`src/rtl/core/ssg_pkg.sv`:
```
// Package for the steering safety gate: widths, register and verdict codes,
// fold and CORDIC constants, and the structs passed between the lane, merge and divider.
// No dependencies.
`default_nettype none

package ssg_pkg;

  localparam int WHEEL_COUNT      = 4;
  localparam int CORDIC_STEPS_DEF = 16;
  localparam int DRIVE_BITS_DEF   = 24;
  localparam int ATAN_ENTRIES     = 24;

  localparam int ANG_W      = 17;   // measured angle
  localparam int ANGI_W     = 18;   // angle after polarity inversion
  localparam int LIM_W      = 16;   // one packed limit
  localparam int DIM_W      = 12;   // half wheelbase / half track
  localparam int ERR_W      = 16;
  localparam int VERD_W     = 2;
  localparam int CFG_ADDR_W = 3;
  localparam int CFG_DATA_W = 64;
  localparam int LIMIT_MARGIN = 5;

  // CORDIC datapath in Q2.30
  localparam int CW = 34;
  localparam logic signed [CW-1:0] GAIN_Q30 = 34'sd652032874;

  // angle fold and conversion to radians: z = m*Q0 + floor((m*QREM + 9000) / 18000)
  localparam int FULL_TURN  = 36000;
  localparam int HALF_TURN  = 18000;
  localparam int QUARTER    = 9000;
  localparam int FOLD_Q0    = 187403;
  localparam int FOLD_QREM  = 5426;
  localparam int RECIP_SH   = 42;
  localparam logic [27:0] RECIP_18000 = 28'd244335918;   // ceil(2^42 / 18000)

  // merge and divider widths
  localparam int R_W   = 25;   // a*a + b*b
  localparam int NUM_W = 60;   // residual numerator
  localparam int DIV_SH = 19;  // divisor is r * 2^19

  typedef enum logic [CFG_ADDR_W-1:0] {
    REG_INVERT  = 3'd0,
    REG_MIN     = 3'd1,
    REG_MAX     = 3'd2,
    REG_HALF_WB = 3'd3,
    REG_HALF_TR = 3'd4,
    REG_THRESH  = 3'd5,
    REG_COH_EN  = 3'd6
  } cfg_reg_t;

  typedef enum logic [VERD_W-1:0] {
    VERD_PASS  = 2'd0,
    VERD_LIMIT = 2'd1,
    VERD_INCOH = 2'd2
  } verdict_t;

  typedef struct packed {
    logic signed [15:0] c;
    logic signed [15:0] s;
    logic [30:0]        csq;   // c*c + s*s
  } lane_out_t;

  typedef struct packed {
    logic [NUM_W-1:0] num;
    logic [R_W-1:0]   r;
  } merge_out_t;

  // atan(2^-i) in Q2.30
  function automatic logic signed [CW-1:0] atan_q30(input int idx);
    logic signed [CW-1:0] v;
    case (idx)
      0:  v = 34'sd843314857;
      1:  v = 34'sd497837829;
      2:  v = 34'sd263043837;
      3:  v = 34'sd133525159;
      4:  v = 34'sd67021687;
      5:  v = 34'sd33543516;
      6:  v = 34'sd16775851;
      7:  v = 34'sd8388437;
      8:  v = 34'sd4194283;
      9:  v = 34'sd2097149;
      10: v = 34'sd1048576;
      11: v = 34'sd524288;
      12: v = 34'sd262144;
      13: v = 34'sd131072;
      14: v = 34'sd65536;
      15: v = 34'sd32768;
      16: v = 34'sd16384;
      17: v = 34'sd8192;
      18: v = 34'sd4096;
      19: v = 34'sd2048;
      20: v = 34'sd1024;
      21: v = 34'sd512;
      22: v = 34'sd256;
      23: v = 34'sd128;
      default: v = '0;
    endcase
    return v;
  endfunction

endpackage

`default_nettype wire

```
`src/rtl/core/ssg_div.sv`:
```
// Pipelined restoring divider: error = min(65535, floor(num / (r * 2^19))),
// one quotient bit per stage after a saturation check. Depends on ssg_pkg.
`default_nettype none

module ssg_div (
  input  logic                         clk,
  input  logic                         adv,
  input  ssg_pkg::merge_out_t          din,
  output logic [ssg_pkg::ERR_W-1:0]    quo
);
  import ssg_pkg::*;

  logic [NUM_W-1:0] rem_r [0:ERR_W];
  logic [R_W-1:0]   r_r   [0:ERR_W];
  logic [ERR_W-1:0] q_r   [0:ERR_W];
  logic             sat_r [0:ERR_W];

  // saturate when the quotient would need a seventeenth bit
  always_ff @(posedge clk) begin
    if (adv) begin
      sat_r[0] <= ({1'b0, din.num} >= ((NUM_W+1)'(din.r) << (DIV_SH + ERR_W)));
      rem_r[0] <= din.num;
      r_r[0]   <= din.r;
      q_r[0]   <= '0;
    end
  end

  for (genvar j = 0; j < ERR_W; j++) begin : g_bit
    localparam int SH = DIV_SH + ERR_W - 1 - j;
    logic [NUM_W:0] dsh;
    logic           ge;
    assign dsh = (NUM_W+1)'(r_r[j]) << SH;
    assign ge  = ({1'b0, rem_r[j]} >= dsh);
    always_ff @(posedge clk) begin
      if (adv) begin
        rem_r[j+1] <= ge ? rem_r[j] - dsh[NUM_W-1:0] : rem_r[j];
        q_r[j+1]   <= {q_r[j][ERR_W-2:0], ge};
        r_r[j+1]   <= r_r[j];
        sat_r[j+1] <= sat_r[j];
      end
    end
  end

  assign quo = sat_r[ERR_W] ? '1 : q_r[ERR_W];

endmodule

`default_nettype wire

```
`config.mk`:
```
export PLATFORM = sky130hd
export DESIGN_NAME = ssg_div
export DESIGN_NICKNAME = d
export VERILOG_FILES = /design/src/rtl/core/ssg_pkg.sv /design/src/rtl/core/ssg_div.sv
export SDC_FILE = /design/constraint.sdc
export NUM_CORES = 2
export LEC_CHECK = 0
export BUFFER_PORTS_ARGS = -buffer_cell sky130_fd_sc_hd__clkbuf_2
export CAP_MARGIN = 40
export CELL_PAD_IN_SITES_DETAIL_PLACEMENT = 0
export CELL_PAD_IN_SITES_GLOBAL_PLACEMENT = 1
export CORE_MARGIN = 2
export CORE_UTILIZATION = 25
export DETAILED_ROUTE_END_ITERATION = 8
export PLACE_DENSITY_LB_ADDON = 0.1
export SLEW_MARGIN = 5
export SYNTH_ARGS = -nofsm -noshare
export SYNTH_HDL_FRONTEND = slang
export SYNTH_SLANG_ARGS = --single-unit
```
`constraint.sdc`:
```
create_clock -name clk -period 3.4 [get_ports clk]
set_input_delay 0.34 -clock clk [delete_from_list [all_inputs] [get_ports clk]]
set_output_delay 0.34 -clock clk [all_outputs]
set_load 0.01 [all_outputs]
```
Word level (Yosys, flattened, before mapping)
Memories as Yosys holds them, arrays and structs flattened.
Cells that the tools add are included.
{ "word_totals": {"reg_bits": 0, "ramBits": 1734, "out_inout_bits": 16, "n_memories": 4} }
{ "classes": {"add_sub_neg": 16, "magnitude_cmp": 17, "mux": 19} }
{ "memory_table": {"columns": ["memory", "depth", "width", "rd", "rd_ports_with_merged_regs", "write_ports", "line", "rtl"], "rows": [
  ["rem_r", 17, 60, 16, 0, 17, "ssg_div.sv:13", "logic [NUM_W-1:0] rem_r [0:ERR_W];"],
  ["r_r", 17, 25, 16, 0, 17, "ssg_div.sv:14", "logic [R_W-1:0] r_r [0:ERR_W];"],
  ["q_r", 17, 16, 17, 0, 17, "ssg_div.sv:15", "logic [ERR_W-1:0] q_r [0:ERR_W];"],
  ["sat_r", 17, 1, 17, 0, 17, "ssg_div.sv:16", "logic sat_r [0:ERR_W];"]
]} }
{ "ops": {"columns": ["cell", "n"], "rows": [
  ["$mux W60", 16],
  ["$ge A60 B44 Y1", 1],
  ["$ge A60 B45 Y1", 1],
  ["$ge A60 B46 Y1", 1],
  ["$ge A60 B47 Y1", 1],
  ["$ge A60 B48 Y1", 1],
  ["$ge A60 B49 Y1", 1],
  ["$ge A60 B50 Y1", 1],
  ["$ge A60 B51 Y1", 1],
  ["$ge A60 B52 Y1", 1],
  ["$ge A60 B53 Y1", 1],
  ["$ge A60 B54 Y1", 1],
  ["$ge A60 B55 Y1", 1],
  ["$ge A60 B56 Y1", 1],
  ["$ge A60 B57 Y1", 1],
  ["$ge A60 B58 Y1", 1],
  ["$ge A60 B59 Y1", 1],
  ["$ge A60 B60 Y1", 1],
  ["$sub A60 B44 Y60", 1],
  ["$sub A60 B45 Y60", 1],
  ["$sub A60 B46 Y60", 1],
  ["$sub A60 B47 Y60", 1],
  ["$sub A60 B48 Y60", 1],
  ["$sub A60 B49 Y60", 1],
  ["12 further kinds", 13]
]} }

Logic depth before layout (Yosys ltp)
An unclocked memory read counts as a cell.
{ "logic_depth": {"word_depth": 3, "depth_mapped": 15} }

Worst setup path before layout
Ideal clock, no wire load.
{ "synth_path": {"path_type": "reg2reg", "from": "mem rem_r[12][22], in the netlist rem_r[0][742]", "to": "mem rem_r[13][22], in the netlist rem_r[0][802], data pin", "setup_ps": 267, "t_arrival_ps": 3216, "required_time_ps": 3133, "slack_ps": -83, "stages_incl_launch_ff": 14, "path_buffers": 2, "period_less_slack_ps": 3483, "path_cell_list": "edfxtp_1 inv_1 ha_1 inv_1 fa_1 a21o_1 a21oi_1 o21ai_0 a31o_2 a311o_1 a21boi_1 clkbuf_1 buf_1 o21ai_0"} }
{ "synth_rtl": {"columns": ["element", "line"], "rows": [
  ["start: declaration", "ssg_div.sv:13"]
]} }

==> summary.md <==
| Metric | Value |
|---|---|
| Total Neg Setup Slack | `-5.28 ns` |
| Number of synthesized register bits | `1513` |
| Synth async-reset ratio | `0` |
| Iter 0 DRT Violations | `1843` |
| Synth top area share | `0.612` |
| CP most frequent cell | `buf_12` |
| Nets@finish | `7816` |
| Setup Viol. Count Final | `71` |
| Final core occ | `0.328` |
| Max IR drop VDD | `0.407 mV` |
| Detailed placement HPWL | `149000 µm` |
| Worst-Margin Slew | `0.804 ns` |
| Die width | `549 µm` |
| Max Clock Skew | `0.0804 ns` |
| Crit path arrival time | `4.25 ns` |
| DRC viols | `0` |
| RSZ-0062 raised after global routing | `true` |
| Peak Freq | `275 MHz` |
| CP Cell Sequence | `ha_4 -> nand3_4 -> nor3_1 -> nand4_1 -> nor4_4 -> buf_4 -> nand4_1 -> buf_6 -> nand3_4 -> o21ai_4 -> buf_12 -> buf_12 -> buf_12 -> mux2_4` |
| Lkg Pwr | `38.1 nW` |
| Largest stage delay on the critical path | `0.47 ns` |
| Worst slack, placed | `-0.763 ns` |
| Vias in the first global route | `52903` |
| Rel. slew slack | `0.464` |
| Fin. Hold Viols | `0` |
| Initial antenna violation count | `2` |
| Initial Util | `0.251` |
| Tot GR Track Use | `0.127` |
| Die area | `0.302 mm²` |
| Root Buffer | `clkbuf_16` |
| Die height | `549 µm` |
| Core ar. | `0.296 mm²` |
| CP Depth | `14` |
| Number of synthesis warnings | `0` |
| Port-buffer cells | `102` |
| CP Max Fanout | `4` |
| Worst Path Buf+Inv | `5` |
| Library cells used by synthesis | `88` |
| Crit start category | `flip-flop` |
| First-pass GRT wire length | `299000 µm` |
| Ports | `103` |
| Final Critical Period | `3.64 ns` |
| Reg2reg end | `rem_r[0][98]$_DFFE_PP_` |
| Slowest cell on the critical path | `edfxtp_1` |
| Status | `finished, violations left` |
| Top_reg_cell synth | `edfxtp_1` |
| CTS sink count | `1513` |
| Syn Nets | `6558` |
| Post-synth top area cell | `edfxtp_1` |
| Total wire length | `196000 µm` |
| Synthesis-to-layout area growth | `30.8%` |
| GRT overflow | `0` |
| Path category of the worst min-delay check | `primary input to flip-flop` |
| CP Capture Point | `rem_r[0][98]$_DFFE_PP_` |
| Critical Path Start | `rem_r[0][46]$_DFFE_PP_` |
| Top delay family on crit path | `simple AND/OR/NAND/NOR gates` |
| CTS tree | `built` |
| Layout cells sized above 1 | `0.251` |
| Slew Limit Fails | `0` |
| CP Class | `flip-flop to flip-flop` |
| Top cell types by occurrence after synthesis | `1513 x edfxtp_1, 533 x inv_1, 467 x a21oi_1, 425 x ha_1, 396 x nand2_1` |
| H-tree lvl count | `4` |
| Post-synth EDFFs | `1513` |
| Syn Area/Cell | `12.3 µm²` |
| Final worst-path setup slack | `-0.238 ns` |
| Final ANT Viol Nets | `0` |
| Vias | `48912` |
| Mapped Area | `0.0743 mm²` |
| Vias per cell | `4.30` |
| Rows | `200` |
| Fillers | `29559` |
| Max-cap viol count | `0` |
| Launching point of the worst reg2reg path | `rem_r[0][46]$_DFFE_PP_` |
| Clock Path Buffers | `4` |
| Syn Inst Count | `6031` |
| WL/cell | `17.2 µm` |
| Count leader, synth | `edfxtp_1` |
| Worst skew pair latency | `0.88 ns` |
| Largest net degree at the start of global routing | `91` |
| PD cells | `780 mW/mm²` |
| R2R Setup Slk | `-0.24 ns` |
| Clock buffer count from CTS | `194` |
| Failing checks | `negative setup slack` |
| TritonRoute pass-1 iters | `5` |
| Worst reg2reg path depth | `14` |
| Final RePlAce weighted congestion | `0.864` |
| Top post-synthesis cells by area | `edfxtp_1 61%, ha_1 7.2%, a21oi_1 3.1%` |
| Crit path capture type | `flip-flop` |
| Worst Path Required | `4.01 ns` |
| Clock Pin Slew Worst Setup and Hold Paths | `0.06 ns` |
| Crit share post-route | `1.07` |
| Sequential share of the synthesized area | `0.612` |
-- cells in the final DEF, fill, tap and decap left out, types with 79 or more instances in the layout --
cell	instances
xor2_1	204
buf_4	882
a21o_1	221
nand4_1	95
dlygate4sd3_1	85
nand3_1	79
o21ai_0	250
nor2_1	313
edfxtp_1	1513
nor4_1	121
nand2_1	354
xnor2_1	219
a21oi_1	437
clkbuf_16	204
ha_1	402
clkbuf_2	101
nor3_1	84
inv_1	521
-- repair_timing --
| action | in CTS | in global routing |
|---|---|---|
| cloned | 10 | 9 |
| hold buffers | 85 | 0 |
| buffers inserted | 42 | 54 |
| hold endpoints to repair | 86 | 0 |
| endpoints found under the setup margin | 336 | 324 |
| pin swaps | 137 | 176 |
| resized for setup | 325 | 381 |
-- how the worst min path moves through the flow --
stage	from	to	slack, ns	depth (start not counted)
2_1_floorplan	q_r[9][0]$_DFFE_PP_	q_r[10][1]$_DFFE_PP_	0.40	0
3_3_place_gp	q_r[2][1]$_DFFE_PP_	q_r[3][2]$_DFFE_PP_	0.40	0
3_5_place_dp	q_r[10][3]$_DFFE_PP_	q_r[11][4]$_DFFE_PP_	0.40	0
4_1_cts	adv	rem_r[0][148]$_DFFE_PP_	0.02	1
5_1_grt	adv	rem_r[0][149]$_DFFE_PP_	0.05	1
6_report	adv	rem_r[0][48]$_DFFE_PP_	0.11	1
-- cells by family (layout without fill, tap and decap cells) --
family | after synthesis | in the layout | share of synthesized area
and+or+nand+nor | 1524 | 1524 | 0.103
DFF | 1513 | 1513 | 0.612
AOI/OAI and AO/OA | 1395 | 1395 | 0.115
buffers and inverters | 661 | 2065 | 0.0336
adders and majority gates | 440 | 440 | 0.0756
xor gates and xnor gates | 433 | 433 | 0.0510
muxes | 65 | 65 | 0.00982
other | 0 | 2 | 0
-- where the power goes --
part	switching, mW	internal, mW
clock network	7.91	11.5
logic	15.0	13.8
registers	2.15	25.4
total	25.0	50.8
-- worst register-to-register path: cells and delay by family (launching register included) --
family / cells / cell delay (ns)
AND/OR/NAND/NOR: 6 / 1.43
multiplexers: 1 / 0.30
adder cells (fa/ha/maj): 1 / 0.34
buffers and inverters: 5 / 0.82
AO/OA/AOI/OAI: 1 / 0.08
flip-flops: 1 / 0.47
-- registers in the layout, summed over array words and instances (netlist names) --
| signal | count |
|---|---|
| q_r | 136 |
| sat_r | 17 |
| r_r | 400 |
| rem_r | 960 |
-- per-layer routing --
metal,track usage,vias to the layer above,share of wire
met2,0.251,661,0.55
li1,-,24977,-
met4,0.0648,0,0.058
met3,0.0182,450,0.025
met1,0.128,22824,0.37
met5,0,-,0
-- layout make-up --
type	instances	area [µm²]	area share
antenna	2	5.00	0.0000515
clock buffer	235	5030	0.0518
clock inverter	107	971	0.00999
inverter	537	2040	0.0210
multi-input combinational	3857	28700	0.296
sequential	1513	45400	0.468
tap	3939	4930	0.0507
timing repair buffer	1186	10000	0.103
-- through the flow --
stage / hold slack, ns / cell area [µm²] / total power [mW] / std cells
final: 0.107 / 97200 / 75.8 / 11376
after global routing: 0.0530 / 97200 / 81.0 / 11376
after CTS: 0.0214 / 95100 / 76.0 / 11326
after detailed placement: 0.405 / 86600 / 54.6 / 10849
after global placement: 0.401 / 86500 / 54.7 / 10846
after floorplan: 0.400 / 74300 / 43.6 / 6031
(Power assumes the default switching activity.)
